==> src/rtl/strided_2d_dma_command_generator_assert.svh <==
// Assertion macros shared by the strided 2D DMA command generator modules.
// Depends on nothing; included by the controller and the datapath.
`ifndef STRIDED_2D_DMA_COMMAND_GENERATOR_ASSERT_SVH
`define STRIDED_2D_DMA_COMMAND_GENERATOR_ASSERT_SVH

// The consequent must hold in the same cycle as the antecedent.
`define S2DMA_ASSERT_IMPL(label, clk, rst, ante, cons) \
   label: assert property (@(posedge clk) disable iff (rst) (ante) |-> (cons)) \
      else $error("assertion failed: same-cycle implication");

// The consequent must hold in the cycle after the antecedent.
`define S2DMA_ASSERT_NEXT(label, clk, rst, ante, cons) \
   label: assert property (@(posedge clk) disable iff (rst) (ante) |=> (cons)) \
      else $error("assertion failed: next-cycle implication");

`endif

==> src/rtl/s2dma_pkg.sv <==
// Shared constants, types and control structs of the strided 2D DMA command generator.
// Used by the controller, the datapath and the top level; depends on nothing.
`timescale 1ns / 1ps

package s2dma_pkg;

   localparam int ADDR_W     = 64;
   localparam int DATA_W     = 64;
   localparam int NARROW_W   = 32;
   localparam int STRIDE_W   = 32;
   localparam int OFF_W      = 6;
   localparam int CNT_W      = 22;
   localparam int WIDTH_BITS = 16;
   localparam int MAX_ROWS   = 64;
   localparam int ROWS_W     = $clog2(MAX_ROWS + 1);
   localparam int IDX_W      = (MAX_ROWS > 1) ? $clog2(MAX_ROWS) : 1;
   localparam int PROD_W     = WIDTH_BITS + ROWS_W;

   localparam logic [OFF_W-1:0] OFF_SRC     = 6'h00;
   localparam logic [OFF_W-1:0] OFF_DST     = 6'h08;
   localparam logic [OFF_W-1:0] OFF_WIDTH   = 6'h10;
   localparam logic [OFF_W-1:0] OFF_HEIGHT  = 6'h14;
   localparam logic [OFF_W-1:0] OFF_SSTRIDE = 6'h18;
   localparam logic [OFF_W-1:0] OFF_DSTRIDE = 6'h1C;
   localparam logic [OFF_W-1:0] OFF_START   = 6'h20;

   localparam logic [DATA_W-1:0] START_VALUE = 64'd1;

   localparam logic OP_READ  = 1'b0;
   localparam logic OP_WRITE = 1'b1;

   localparam logic KIND_ACK = 1'b0;
   localparam logic KIND_CMD = 1'b1;

   localparam logic CSR_SRC_BASE = 1'b0;
   localparam logic CSR_DST_BASE = 1'b1;

   typedef enum logic [2:0] {
      ST_IDLE   = 3'b001,
      ST_DECODE = 3'b010,
      ST_ISSUE  = 3'b100
   } state_type;

   typedef enum logic [1:0] {
      OUT_ACK   = 2'd0,
      OUT_BURST = 2'd1,
      OUT_ROW   = 2'd2
   } out_sel_type;

   typedef struct packed {
      logic        capture;
      logic        decode;
      logic        load_out;
      out_sel_type out_sel;
   } dp_cmd_type;

   typedef struct packed {
      logic start;
      logic burst;
      logic rows_zero;
      logic last_row;
      logic out_free;
   } dp_status_type;

endpackage

==> src/rtl/s2dma_ctrl.sv <==
// Controller state machine of the strided 2D DMA command generator.
// Depends on s2dma_pkg and the assertion macro header.
`timescale 1ns / 1ps
`include "strided_2d_dma_command_generator_assert.svh"

module s2dma_ctrl (
   input  logic                     clock,
   input  logic                     reset,
   input  logic                     req_tvalid,
   output logic                     req_tready,
   input  s2dma_pkg::dp_status_type status,
   output s2dma_pkg::dp_cmd_type    cmd
);
   import s2dma_pkg::*;

   state_type state_ff;
   state_type state_in;
   logic      issue_go;
   logic      final_item;
   logic      req_fire;

   // The item being issued is the final one of its access unless rows remain.
   assign final_item = !status.start || status.burst || status.rows_zero || status.last_row;
   assign issue_go   = (state_ff == ST_ISSUE) && status.out_free;
   assign req_tready = (state_ff == ST_IDLE) || (issue_go && final_item);
   assign req_fire   = req_tvalid && req_tready;

   always_comb begin
      cmd.capture  = req_fire;
      cmd.decode   = (state_ff == ST_DECODE);
      cmd.load_out = issue_go;
      if (!status.start) begin
         cmd.out_sel = OUT_ACK;
      end else if (status.burst) begin
         cmd.out_sel = OUT_BURST;
      end else if (status.rows_zero) begin
         cmd.out_sel = OUT_ACK;
      end else begin
         cmd.out_sel = OUT_ROW;
      end
   end

   always_comb begin
      state_in = state_ff;
      case (state_ff)
         ST_IDLE: begin
            if (req_fire) begin
               state_in = ST_DECODE;
            end
         end
         ST_DECODE: begin
            state_in = ST_ISSUE;
         end
         ST_ISSUE: begin
            if (issue_go && final_item) begin
               state_in = req_fire ? ST_DECODE : ST_IDLE;
            end
         end
         default: begin
            state_in = ST_IDLE;
         end
      endcase
   end

   always_ff @(posedge clock) begin
      if (reset) begin
         state_ff <= ST_IDLE;
      end else begin
         state_ff <= state_in;
      end
   end

   `S2DMA_ASSERT_NEXT(a_accept_decodes, clock, reset, req_fire, state_ff == ST_DECODE)
   `S2DMA_ASSERT_NEXT(a_decode_issues, clock, reset, state_ff == ST_DECODE, state_ff == ST_ISSUE)
   `S2DMA_ASSERT_IMPL(a_load_only_issue, clock, reset, cmd.load_out, state_ff == ST_ISSUE)

endmodule

==> src/rtl/s2dma_datapath.sv <==
// Datapath of the strided 2D DMA command generator: job registers, region bases,
// address accumulators and the result register. Depends on s2dma_pkg and the macro header.
`timescale 1ns / 1ps
`include "strided_2d_dma_command_generator_assert.svh"

module s2dma_datapath (
   input  logic                               clock,
   input  logic                               reset,
   input  s2dma_pkg::dp_cmd_type              cmd,
   output s2dma_pkg::dp_status_type           status,
   input  logic                               req_operation,
   input  logic [s2dma_pkg::OFF_W-1:0]        req_register_offset,
   input  logic [s2dma_pkg::DATA_W-1:0]       req_write_data,
   input  logic                               req_wide_access,
   input  logic                               csr_write,
   input  logic                               csr_index,
   input  logic [s2dma_pkg::ADDR_W-1:0]       csr_data,
   output logic                               rsp_tvalid,
   input  logic                               rsp_tready,
   output logic                               rsp_kind,
   output logic [s2dma_pkg::ADDR_W-1:0]       rsp_read_address,
   output logic [s2dma_pkg::ADDR_W-1:0]       rsp_write_address,
   output logic [s2dma_pkg::CNT_W-1:0]        rsp_byte_count,
   output logic                               rsp_last
);
   import s2dma_pkg::*;

   // Captured access.
   logic                  op_ff, op_in;
   logic [OFF_W-1:0]      off_ff, off_in;
   logic [DATA_W-1:0]     val_ff, val_in;
   // Job registers and region bases.
   logic [ADDR_W-1:0]     src_addr_ff, src_addr_in;
   logic [ADDR_W-1:0]     dst_addr_ff, dst_addr_in;
   logic [WIDTH_BITS-1:0] row_width_ff, row_width_in;
   logic [ROWS_W-1:0]     row_count_ff, row_count_in;
   logic [STRIDE_W-1:0]   src_stride_ff, src_stride_in;
   logic [STRIDE_W-1:0]   dst_stride_ff, dst_stride_in;
   logic [ADDR_W-1:0]     src_base_ff, src_base_in;
   logic [ADDR_W-1:0]     dst_base_ff, dst_base_in;
   // Decoded job.
   logic                  start_ff, start_in;
   logic                  burst_ff, burst_in;
   logic [ADDR_W-1:0]     rd_acc_ff, rd_acc_in;
   logic [ADDR_W-1:0]     wr_acc_ff, wr_acc_in;
   logic [PROD_W-1:0]     prod_ff, prod_in;
   logic [IDX_W-1:0]      row_idx_ff, row_idx_in;
   // Result register.
   logic                  out_valid_ff, out_valid_in;
   logic                  kind_ff, kind_in;
   logic [ADDR_W-1:0]     rd_out_ff, rd_out_in;
   logic [ADDR_W-1:0]     wr_out_ff, wr_out_in;
   logic [CNT_W-1:0]      cnt_out_ff, cnt_out_in;
   logic                  last_out_ff, last_out_in;

   logic                  out_free;
   logic                  last_row;
   logic [CNT_W-1:0]      burst_cnt;

   assign out_free  = !out_valid_ff || rsp_tready;
   assign last_row  = (ROWS_W'(row_idx_ff) + ROWS_W'(1)) == row_count_ff;
   assign burst_cnt = (|prod_ff[PROD_W-1:CNT_W]) ? {CNT_W{1'b1}} : prod_ff[CNT_W-1:0];

   assign status.start     = start_ff;
   assign status.burst     = burst_ff;
   assign status.rows_zero = (row_count_ff == '0);
   assign status.last_row  = last_row;
   assign status.out_free  = out_free;

   always_comb begin
      op_in         = op_ff;
      off_in        = off_ff;
      val_in        = val_ff;
      src_addr_in   = src_addr_ff;
      dst_addr_in   = dst_addr_ff;
      row_width_in  = row_width_ff;
      row_count_in  = row_count_ff;
      src_stride_in = src_stride_ff;
      dst_stride_in = dst_stride_ff;
      src_base_in   = src_base_ff;
      dst_base_in   = dst_base_ff;
      start_in      = start_ff;
      burst_in      = burst_ff;
      rd_acc_in     = rd_acc_ff;
      wr_acc_in     = wr_acc_ff;
      prod_in       = prod_ff;
      row_idx_in    = row_idx_ff;
      out_valid_in  = out_valid_ff;
      kind_in       = kind_ff;
      rd_out_in     = rd_out_ff;
      wr_out_in     = wr_out_ff;
      cnt_out_in    = cnt_out_ff;
      last_out_in   = last_out_ff;

      if (csr_write) begin
         if (csr_index == CSR_SRC_BASE) begin
            src_base_in = csr_data;
         end else begin
            dst_base_in = csr_data;
         end
      end

      // A narrow access only carries the low word.
      if (cmd.capture) begin
         op_in  = req_operation;
         off_in = req_register_offset;
         val_in = req_wide_access ? req_write_data
                                  : {{(DATA_W-NARROW_W){1'b0}}, req_write_data[NARROW_W-1:0]};
      end

      if (cmd.decode) begin
         if (op_ff == OP_WRITE) begin
            case (off_ff)
               OFF_SRC: begin
                  src_addr_in = val_ff;
               end
               OFF_DST: begin
                  dst_addr_in = val_ff;
               end
               OFF_WIDTH: begin
                  row_width_in = (|val_ff[DATA_W-1:WIDTH_BITS]) ? {WIDTH_BITS{1'b1}}
                                                               : val_ff[WIDTH_BITS-1:0];
               end
               OFF_HEIGHT: begin
                  row_count_in = (val_ff > DATA_W'(MAX_ROWS)) ? ROWS_W'(MAX_ROWS)
                                                             : val_ff[ROWS_W-1:0];
               end
               OFF_SSTRIDE: begin
                  src_stride_in = val_ff[STRIDE_W-1:0];
               end
               OFF_DSTRIDE: begin
                  dst_stride_in = val_ff[STRIDE_W-1:0];
               end
               default: begin
               end
            endcase
         end
         start_in   = (op_ff == OP_WRITE) && (off_ff == OFF_START) && (val_ff == START_VALUE);
         burst_in   = (src_stride_ff == STRIDE_W'(row_width_ff))
                   && (dst_stride_ff == STRIDE_W'(row_width_ff));
         rd_acc_in  = src_addr_ff - src_base_ff;
         wr_acc_in  = dst_addr_ff - dst_base_ff;
         prod_in    = PROD_W'(row_width_ff) * PROD_W'(row_count_ff);
         row_idx_in = '0;
      end

      if (cmd.load_out) begin
         out_valid_in = 1'b1;
         case (cmd.out_sel)
            OUT_BURST: begin
               kind_in     = KIND_CMD;
               rd_out_in   = rd_acc_ff;
               wr_out_in   = wr_acc_ff;
               cnt_out_in  = burst_cnt;
               last_out_in = 1'b1;
            end
            OUT_ROW: begin
               kind_in     = KIND_CMD;
               rd_out_in   = rd_acc_ff;
               wr_out_in   = wr_acc_ff;
               cnt_out_in  = CNT_W'(row_width_ff);
               last_out_in = last_row;
               rd_acc_in   = rd_acc_ff + ADDR_W'(src_stride_ff);
               wr_acc_in   = wr_acc_ff + ADDR_W'(dst_stride_ff);
               row_idx_in  = row_idx_ff + IDX_W'(1);
            end
            default: begin
               kind_in     = KIND_ACK;
               rd_out_in   = '0;
               wr_out_in   = '0;
               cnt_out_in  = '0;
               last_out_in = 1'b1;
            end
         endcase
      end else if (rsp_tready) begin
         out_valid_in = 1'b0;
      end
   end

   always_ff @(posedge clock) begin
      if (reset) begin
         src_addr_ff   <= '0;
         dst_addr_ff   <= '0;
         row_width_ff  <= '0;
         row_count_ff  <= '0;
         src_stride_ff <= '0;
         dst_stride_ff <= '0;
         src_base_ff   <= '0;
         dst_base_ff   <= '0;
         start_ff      <= 1'b0;
         burst_ff      <= 1'b0;
         row_idx_ff    <= '0;
         out_valid_ff  <= 1'b0;
      end else begin
         src_addr_ff   <= src_addr_in;
         dst_addr_ff   <= dst_addr_in;
         row_width_ff  <= row_width_in;
         row_count_ff  <= row_count_in;
         src_stride_ff <= src_stride_in;
         dst_stride_ff <= dst_stride_in;
         src_base_ff   <= src_base_in;
         dst_base_ff   <= dst_base_in;
         start_ff      <= start_in;
         burst_ff      <= burst_in;
         row_idx_ff    <= row_idx_in;
         out_valid_ff  <= out_valid_in;
      end
   end

   always_ff @(posedge clock) begin
      op_ff       <= op_in;
      off_ff      <= off_in;
      val_ff      <= val_in;
      rd_acc_ff   <= rd_acc_in;
      wr_acc_ff   <= wr_acc_in;
      prod_ff     <= prod_in;
      kind_ff     <= kind_in;
      rd_out_ff   <= rd_out_in;
      wr_out_ff   <= wr_out_in;
      cnt_out_ff  <= cnt_out_in;
      last_out_ff <= last_out_in;
   end

   assign rsp_tvalid        = out_valid_ff;
   assign rsp_kind          = kind_ff;
   assign rsp_read_address  = rd_out_ff;
   assign rsp_write_address = wr_out_ff;
   assign rsp_byte_count    = cnt_out_ff;
   assign rsp_last          = last_out_ff;

   `S2DMA_ASSERT_IMPL(a_load_into_free_slot, clock, reset, cmd.load_out,
                      !out_valid_ff || rsp_tready)
   `S2DMA_ASSERT_IMPL(a_row_in_range, clock, reset, cmd.load_out && cmd.out_sel == OUT_ROW,
                      ROWS_W'(row_idx_ff) < row_count_ff)
   `S2DMA_ASSERT_NEXT(a_load_shows_item, clock, reset, cmd.load_out, out_valid_ff)

endmodule

==> src/rtl/strided_2d_dma_command_generator.sv <==
// Top level of the strided 2D DMA command generator: packs the stream channels and
// joins the controller and the datapath. Depends on s2dma_pkg, s2dma_ctrl, s2dma_datapath.
`timescale 1ns / 1ps

// Each item on the req_ channel is one register bus access. Writes set the source
// and destination addresses, row width, row count and the two strides; a write of 1
// to the start offset turns the stored job into transfer commands on the rsp_ channel.
// Every other access returns one plain acknowledge item with rsp_tlast set.
// The csr_ channel writes the two region bases, which are subtracted from the stored
// addresses to form local addresses; it is always ready. The user must write it only
// while idle; the block does not enforce this. Each access is captured, then decoded
// into the job state, then loaded into the single result register the controller
// sequences through; a row job issues one row command per cycle while the receiver
// takes them.
// A new access is accepted in the cycle the final result of the previous one is
// loaded, so a waiting result does not hold off the next decode.
// When the receiver stalls, the result register holds its item and row issue pauses.
// Reset clears the job registers, the region bases and the result channel.

module strided_2d_dma_command_generator (
   input  logic         clock,
   input  logic         reset,
   input  logic         req_tvalid,
   output logic         req_tready,
   input  logic [71:0]  req_tdata,   // register_offset, write_data, zero fill
   input  logic [1:0]   req_tuser,   // operation, wide_access
   output logic         rsp_tvalid,
   input  logic         rsp_tready,
   output logic [151:0] rsp_tdata,   // read_address, write_address, byte_count, zero fill
   output logic [0:0]   rsp_tuser,   // kind
   output logic         rsp_tlast,
   input  logic         csr_valid,
   output logic         csr_ready,
   input  logic         csr_index,
   input  logic [63:0]  csr_data
);
   import s2dma_pkg::*;

   dp_cmd_type         cmd;
   dp_status_type      status;
   logic               rsp_kind;
   logic [ADDR_W-1:0]  rsp_read_address;
   logic [ADDR_W-1:0]  rsp_write_address;
   logic [CNT_W-1:0]   rsp_byte_count;

   assign csr_ready = 1'b1;

   s2dma_ctrl u_ctrl (
      .clock      (clock),
      .reset      (reset),
      .req_tvalid (req_tvalid),
      .req_tready (req_tready),
      .status     (status),
      .cmd        (cmd)
   );

   s2dma_datapath u_datapath (
      .clock               (clock),
      .reset               (reset),
      .cmd                 (cmd),
      .status              (status),
      .req_operation       (req_tuser[0]),
      .req_register_offset (req_tdata[OFF_W-1:0]),
      .req_write_data      (req_tdata[OFF_W+DATA_W-1:OFF_W]),
      .req_wide_access     (req_tuser[1]),
      .csr_write           (csr_valid && csr_ready),
      .csr_index           (csr_index),
      .csr_data            (csr_data),
      .rsp_tvalid          (rsp_tvalid),
      .rsp_tready          (rsp_tready),
      .rsp_kind            (rsp_kind),
      .rsp_read_address    (rsp_read_address),
      .rsp_write_address   (rsp_write_address),
      .rsp_byte_count      (rsp_byte_count),
      .rsp_last            (rsp_tlast)
   );

   assign rsp_tdata = {2'b00, rsp_byte_count, rsp_write_address, rsp_read_address};
   assign rsp_tuser = rsp_kind;

endmodule

==> config.mk <==
export PLATFORM = sky130hd
export DESIGN_NAME = strided_2d_dma_command_generator
export DESIGN_NICKNAME = d
export VERILOG_FILES = /design/src/rtl/s2dma_pkg.sv /design/src/rtl/s2dma_ctrl.sv /design/src/rtl/s2dma_datapath.sv /design/src/rtl/strided_2d_dma_command_generator.sv
export VERILOG_INCLUDE_DIRS = /design/src /design/src/rtl
export SDC_FILE = /design/constraint.sdc
export NUM_CORES = 2
export LEC_CHECK = 0
export ABC_AREA = 0
export BUFFER_PORTS_ARGS = -buffer_cell sky130_fd_sc_hd__buf_4
export CORE_MARGIN = 3
export CORE_UTILIZATION = 40
export DETAILED_ROUTE_END_ITERATION = 7
export GPL_TIMING_DRIVEN = 0
export PLACE_DENSITY = 0.58
export SETUP_SLACK_MARGIN = 0.05
export SLEW_MARGIN = 10
export SYNTH_ARGS = -nofsm -noshare
export SYNTH_HDL_FRONTEND = slang
export SYNTH_SLANG_ARGS = --single-unit
==> constraint.sdc <==
create_clock -name clock -period 12.9 [get_ports clock]
set_clock_uncertainty 0.05 [all_clocks]
set_input_delay 1.935 -clock clock [delete_from_list [all_inputs] [get_ports clock]]
set_output_delay 1.935 -clock clock [all_outputs]
set_load 0.05 [all_outputs]
Word level (Yosys, flattened, before mapping)
Index checks and enable logic that the tools add are counted.

Bits in registers: 729. Bits of input ports: 144. Logic and storage cells: 101.

Muxes and demuxes: 23. $lt $le $gt $ge: 1. $add $sub $neg: 6. Bitwise logic cells: 1. Multipliers: 1. Reductions and logical operators: 27. Equal/unequal tests: 17.

Operators with widths (number): two-way mux 64 bit (6); adder 64 x 32 -> 64 bit (2); subtractor 64 bit (2); == test 32 x 16 -> 1 bit (2); == test 64 x 1 -> 1 bit (second input constant) (1); greater-than comparator 64 x 7 -> 1 bit (second input constant) (1); OR reduction 48 bit (1); case mux 22 bit (2 select lines) (1); == test 6 x 5 -> 1 bit (second input constant) (4); multiplier 16 x 7 -> 23 bit (1); two-way mux 22 bit (1); two-way mux 6 bit (3); AND reduction 3 bit (6); two-way mux 16 bit (1); case mux 3 bit (3 select lines) (1); two-way mux 2 bit (4); adder 6 x 1 -> 7 bit (second input constant) (1); == test 7 bit (1); zero test 7 bit (1); two-way mux 7 bit (1); adder 6 x 1 -> 6 bit (second input constant) (1); == test 6 x 4 -> 1 bit (second input constant) (1); == test 6 bit (second input constant) (1); logical AND 1 bit (6); 16 further kinds (26).

Logic depth before layout (Yosys ltp)
Depth in word-level cells: 10. Mapped depth: 22. Depth with buffers taken out: 21.

By module
A second synthesis with hierarchy kept.

Cell total of the unflattened synthesis: 5019. Area total of the unflattened synthesis: 42528.3 um^2.

By module, submodules not included: s2dma_datapath (seq. area each 16996.3 um^2, area an instance 42281.8 um^2, instances 1, cells an instance 4990); s2dma_ctrl (seq. area each 60.1 um^2, area an instance 216.5 um^2, instances 1, cells an instance 24); strided_2d_dma_command_generator (seq. area each 0.0 um^2, area an instance 30.0 um^2, instances 1, cells an instance 5).

Worst setup path after synthesis
OpenSTA, ideal clock, no wires.

Path type: input port to flip-flop. From: input rsp_tready. To: register u_datapath.off_ff[0] (enable). Setup slack: 80 ps. Stages: 5. Required time: 12414 ps. Data arrival time: 12334 ps. Buffers on the path: 0. Library setup time: 436 ps. Cell sequence: nand2b_1 -> nor2b_1 -> nand2_1 -> o21ai_0 -> and2_1.

Longest elaborated chain between the ends: 5.

RTL lines: start: declaration (line strided_2d_dma_command_generator.sv:28) `input logic rsp_tready,`; logical OR 1 bit (line s2dma_datapath.sv:60) `assign out_free = !out_valid_ff || rsp_tready;`; logical AND 1 bit (line s2dma_ctrl.sv:24) `assign issue_go = (state_ff == ST_ISSUE) && status.out_free;`; via u_ctrl.issue_go (line s2dma_ctrl.sv:18) `logic issue_go;`; logical AND 1 bit (line s2dma_ctrl.sv:25) `assign req_tready = (state_ff == ST_IDLE) || (issue_go && final_item);`; logical OR 1 bit (line s2dma_ctrl.sv:25); via req_tready (line strided_2d_dma_command_generator.sv:24) `output logic req_tready,`; logical AND 1 bit (line s2dma_ctrl.sv:26) `assign req_fire = req_tvalid && req_tready;`; via u_ctrl.req_fire (line s2dma_ctrl.sv:20) `logic req_fire;`; end signal: assignment (line s2dma_datapath.sv:212) `off_ff <= off_in;`; end: declaration (line s2dma_datapath.sv:30) `logic [OFF_W-1:0] off_ff, off_in;`.

The timed path passes the listed nets, and every way through them passes these cells. A chain may end at the register's enable or synchronous reset.

Worst setup path in the final report
From: register u_datapath.row_count_ff[5]. To: register u_datapath.prod_ff[21] (data pin).

Longest elaborated chain between the ends: 1.

RTL lines: start: declaration (line s2dma_datapath.sv:36) `logic [ROWS_W-1:0] row_count_ff, row_count_in;`; start signal: assignment (line s2dma_datapath.sv:198) `row_count_ff <= row_count_in;`; multiplier 16 x 7 -> 23 bit (line s2dma_datapath.sv:143) `prod_in = PROD_W'(row_width_ff) * PROD_W'(row_count_ff);`; end signal: assignment (line s2dma_datapath.sv:216) `prod_ff <= prod_in;`; end: declaration (line s2dma_datapath.sv:46) `logic [PROD_W-1:0] prod_ff, prod_in;`.

Every way passes these cells.

==> impl_metrics.tcl <==
set metrics [dict create \
    outcome "finished, final reports clean" \
    clock_path_buffers 3 \
    syn_inst 4788 \
    ios 301 \
    rsz0062_at_grt "no" \
    fin_setup_tns_ns 0 \
    grt_antenna_before_repair 11 \
    dr.pass1.iters 6 \
    post_cts_buffers 0 \
    first_iter_violations 3525 \
    h-tree-depth 3 \
    path_cells "clkbuf_1 -> clkbuf_1 -> nand2_1 -> fa_1 -> fa_1 -> inv_1 -> fa_1 -> inv_1 -> fa_1 -> inv_1 -> ha_1 -> nor3_1 -> o21a_1 -> nor3_1 -> a41o_1 -> o41ai_1 -> o2111ai_1 -> a21o_1 -> a211oi_1 -> o21ai_0 -> a21oi_1 -> xnor2_1" \
    max_cap_viol_count 0 \
    vdd.ir_drop.worst_uv 87.7 \
    yosys.area_share.adder 0.106 \
    hold_violations 0 \
    place_congestion 0.927 \
    antenna_left 0 \
    cts_tree "yes" \
    multi_input_area_um2 22200 \
    yosysUniqueCellTypes 88 \
    synth_compound_area_frac 0.186 \
    yosys.area_share.simple 0.200 \
    synth-edff-count 246 \
    synth_top_family_by_area "simple AND/OR/NAND/NOR gates" \
    reg2reg_from "u_datapath.row_count_ff[5]" \
    grt_pass1_vias 34678 \
    cpMaxStageDelayCell "o41ai_1" \
    async_reset_ff_frac 0 \
    coreArea_um2 102000 \
    cts_resized 0 \
    maxSlewViolCount 0 \
    switching_share 0.289 \
    drt_wl_total_um 149000 \
    hold_slack_ns 0.402 \
    fp.dieH_um 327 \
    hp-class "flip-flop to flip-flop" \
    ys_ff_latch 729 \
    power_mw 6.22 \
    finalCritPeriodShare 0.509 \
    reg2reg_slack_ns 6.34 \
    critPathArrivalTime_ns 6.90 \
    final_core_util 0.473 \
    pwr-share-clk 0.411 \
    slowest_delay_ns 0.59 \
    post-route-min-period_ns 6.56 \
    viasPerCell 5.58 \
    portBuffers 294 \
    ctsHoldBuffers 0 \
    worstSetupEndpointType "flip-flop" \
    synth_ff_type "dfxtp_1" \
    grt_max_degree 47 \
    die_area_um2 107000 \
    area_delta_synth_final_pct 17.2 \
    yosys-mux-area-fraction 0.000912 \
    rows 117 \
    start_util 0.404 \
    post_synth.cell_area_avg_um2 8.60 \
    slew_headroom 0.0409 \
    clk_latency_ns 0.67 \
    numClockSinks 729 \
    ff2ff_path_depth 22 \
    die_w_um 327 \
    vias 36931 \
    dpl.hpwl_um 114000 \
    critPathKind "flip-flop to flip-flop" \
    cpMostUsedCell "fa_1" \
    p_sw_mw 1.80 \
    worst_ep_required_time_ns 13.24 \
    grt_pass1_wl_um 220000 \
    critPathLaunchType "flip-flop" \
    yosysWarningCount 0 \
    final_nets 5630 \
    path_max_fanout 10 \
    grt_usage 0.272 \
    setup_viol 0 \
    clk_pin_slew_worst_paths_ns 0.06 \
    wl_per_cell_um 22.6 \
    min_to "u_datapath.src_base_ff[24]" \
    regArea_um2 17100 \
    grt_remaining_overflow 0 \
    p_int_mw 4.43 \
    synth_top_area_share 0.235 \
    timing.rr.end "u_datapath.prod_ff[21]" \
    min_from "u_datapath.src_base_ff[24]" \
    synth-xor-area-share 0.0451 \
    pwr_density_cell_nw_per_um2 129 \
    yosys.area.top_type "dfxtp_1" \
    layout_common_cells "nand2_1 (866), a21oi_1 (588), dfxtp_1 (483)" \
    whs_path_depth 2 \
    drc 0 \
    sequentialPowerShare 0.449 \
    pwr-share-comb 0.140 \
    fmaxAchievable_mhz 152 \
    final_common_cell "nand2_1" \
    syn_area_um2 41200 \
    power.leakage_nw 19.6 \
    fill_cells 10038 \
    root_buffer "clkbuf_16" \
    cts_inserted_buffers 86 \
    worst_pin_slew_ns 1.44 \
    drive_above_1_share 0.0950 \
    synth.area.top_cells "dfxtp_1 (23%), edfxtp_1 (18%), nand2_1 (7.9%), a21oi_1 (7.1%), ha_1 (7.0%)" \
    seq_area_frac_synth 0.414 \
]
==> cells in the mapped netlist (5+ instances only) <==
cell type	number
o311ai_0	6
a31o_2	10
a211o_1	6
and3_1	51
clkbuf_1	236
or4_1	6
a311oi_1	12
o221ai_1	12
a21oi_1	588
buf_1	17
a211oi_1	76
edfxtp_1	246
nand3b_1	5
a21o_1	124
nor3_1	67
nand2b_1	37
nand2_1	866
o21a_1	25
nor4_1	33
o21ai_1	5
and2_1	266
o211ai_1	29
dfxtp_1	483
inv_1	253
fa_1	73
o21ai_0	156
o31ai_1	20
nand3_1	73
ha_1	232
a22oi_1	12
a221o_1	5
xnor2_1	130
or3_1	17
a31oi_1	33
o22ai_1	24
nor2b_1	26
a221oi_1	14
nor2_1	250
and4_1	11
nand4_1	51
buf_4	5
xor2_1	82
o21bai_1	33
==> worst max path at each step <==
stage	startpoint	end	slack, ns	cells past startpoint
3_5_place_dp	u_datapath.row_count_ff[5]	u_datapath.prod_ff[21]	6.38	22
5_1_grt	u_datapath.row_count_ff[5]	u_datapath.prod_ff[21]	5.86	22
2_1_floorplan	rsp_tready	u_datapath.off_ff[0]	0.08	5
6_report	u_datapath.row_count_ff[5]	u_datapath.prod_ff[21]	6.34	22
3_3_place_gp	rsp_tready	u_datapath.val_ff[19]	-6.02	6
4_1_cts	u_datapath.row_count_ff[5]	u_datapath.prod_ff[21]	6.33	22
==> registers in the layout (all words and copies together), names as in the netlist, 22 cells and up <==
register                      count
u_datapath.rsp_write_address     64
u_datapath.src_base_ff           64
u_datapath.rd_acc_ff             64
u_datapath.val_ff                64
u_datapath.dst_addr_ff           64
u_datapath.dst_base_ff           64
u_datapath.prod_ff               23
u_datapath.rsp_read_address      64
u_datapath.wr_acc_ff             64
u_datapath.dst_stride_ff         32
u_datapath.rsp_byte_count        22
u_datapath.src_stride_ff         32
u_datapath.src_addr_ff           64
==> logic make-up (layout without fill, tap and decap cells) <==
logic type               count (synthesis)  in the layout
AO/OA/AOI/OAI                         1242           1242
XOR/XNOR                               212            212
adder cells (fa/ha/maj)                305            305
buffers and inverters                  516            980
flip-flops                             729            729
multiplexers                             3              3
other                                    2              6
AND/OR/NAND/NOR                       1779           1779
==> power groups by stage <==
stage	Sequential [mW]	Combinational [mW]	Clock, mW
after global routing	2.81	0.960	2.69
final	2.79	0.869	2.56
after detailed placement	2.83	0.850	0
after CTS	2.78	0.855	2.60
after global placement	2.83	0.836	0
after floorplan	2.73	0.625	0
==> routing by layer <==
layer | wire length, um | part of all wire | global-route usage | vias to the layer above
met2 | 66100 | 0.44 | 0.427 | 1496
met5 | 0 | 0 | 0 | -
met1 | 66200 | 0.44 | 0.381 | 17704
met4 | 5690 | 0.038 | 0.0951 | 0
li1 | - | - | - | 17447
met3 | 11400 | 0.076 | 0.0413 | 284
==> area by class of cell <==
type | instances | share of cell area
repair buffers | 304 | 0.0500
plain buffers | 262 | 0.0212
flip-flops and latches | 729 | 0.353
clock inverters | 56 | 0.0127
inverters | 254 | 0.0198
well taps | 1368 | 0.0355
clock buffers | 104 | 0.0479
diodes | 3 | 0.000156
multi-input cells | 3544 | 0.460
==> worst max-delay path, delay by kind of cell (launching register included) <==
kind                     cells  cell delay [ns]
flip-flops                   1             0.30
buffers and inverters        5             0.96
AO/OA/AOI/OAI                8             2.13
adder cells (fa/ha/maj)      5             2.37
AND/OR/NAND/NOR              3             0.40
XOR/XNOR                     1             0.08
==> metrics by stage <==
stage	cell area (um2)	instances	worst slack, ns
6_report	48300	6624	6.34
5_1_grt	48300	6621	5.86
4_1_cts	48300	6621	6.33
3_5_place_dp	45300	6461	6.38
3_3_place_gp	45100	6451	-6.02
2_1_floorplan	41200	4789	0.0803
No activity file was read; power rests on OpenSTA's default activity.
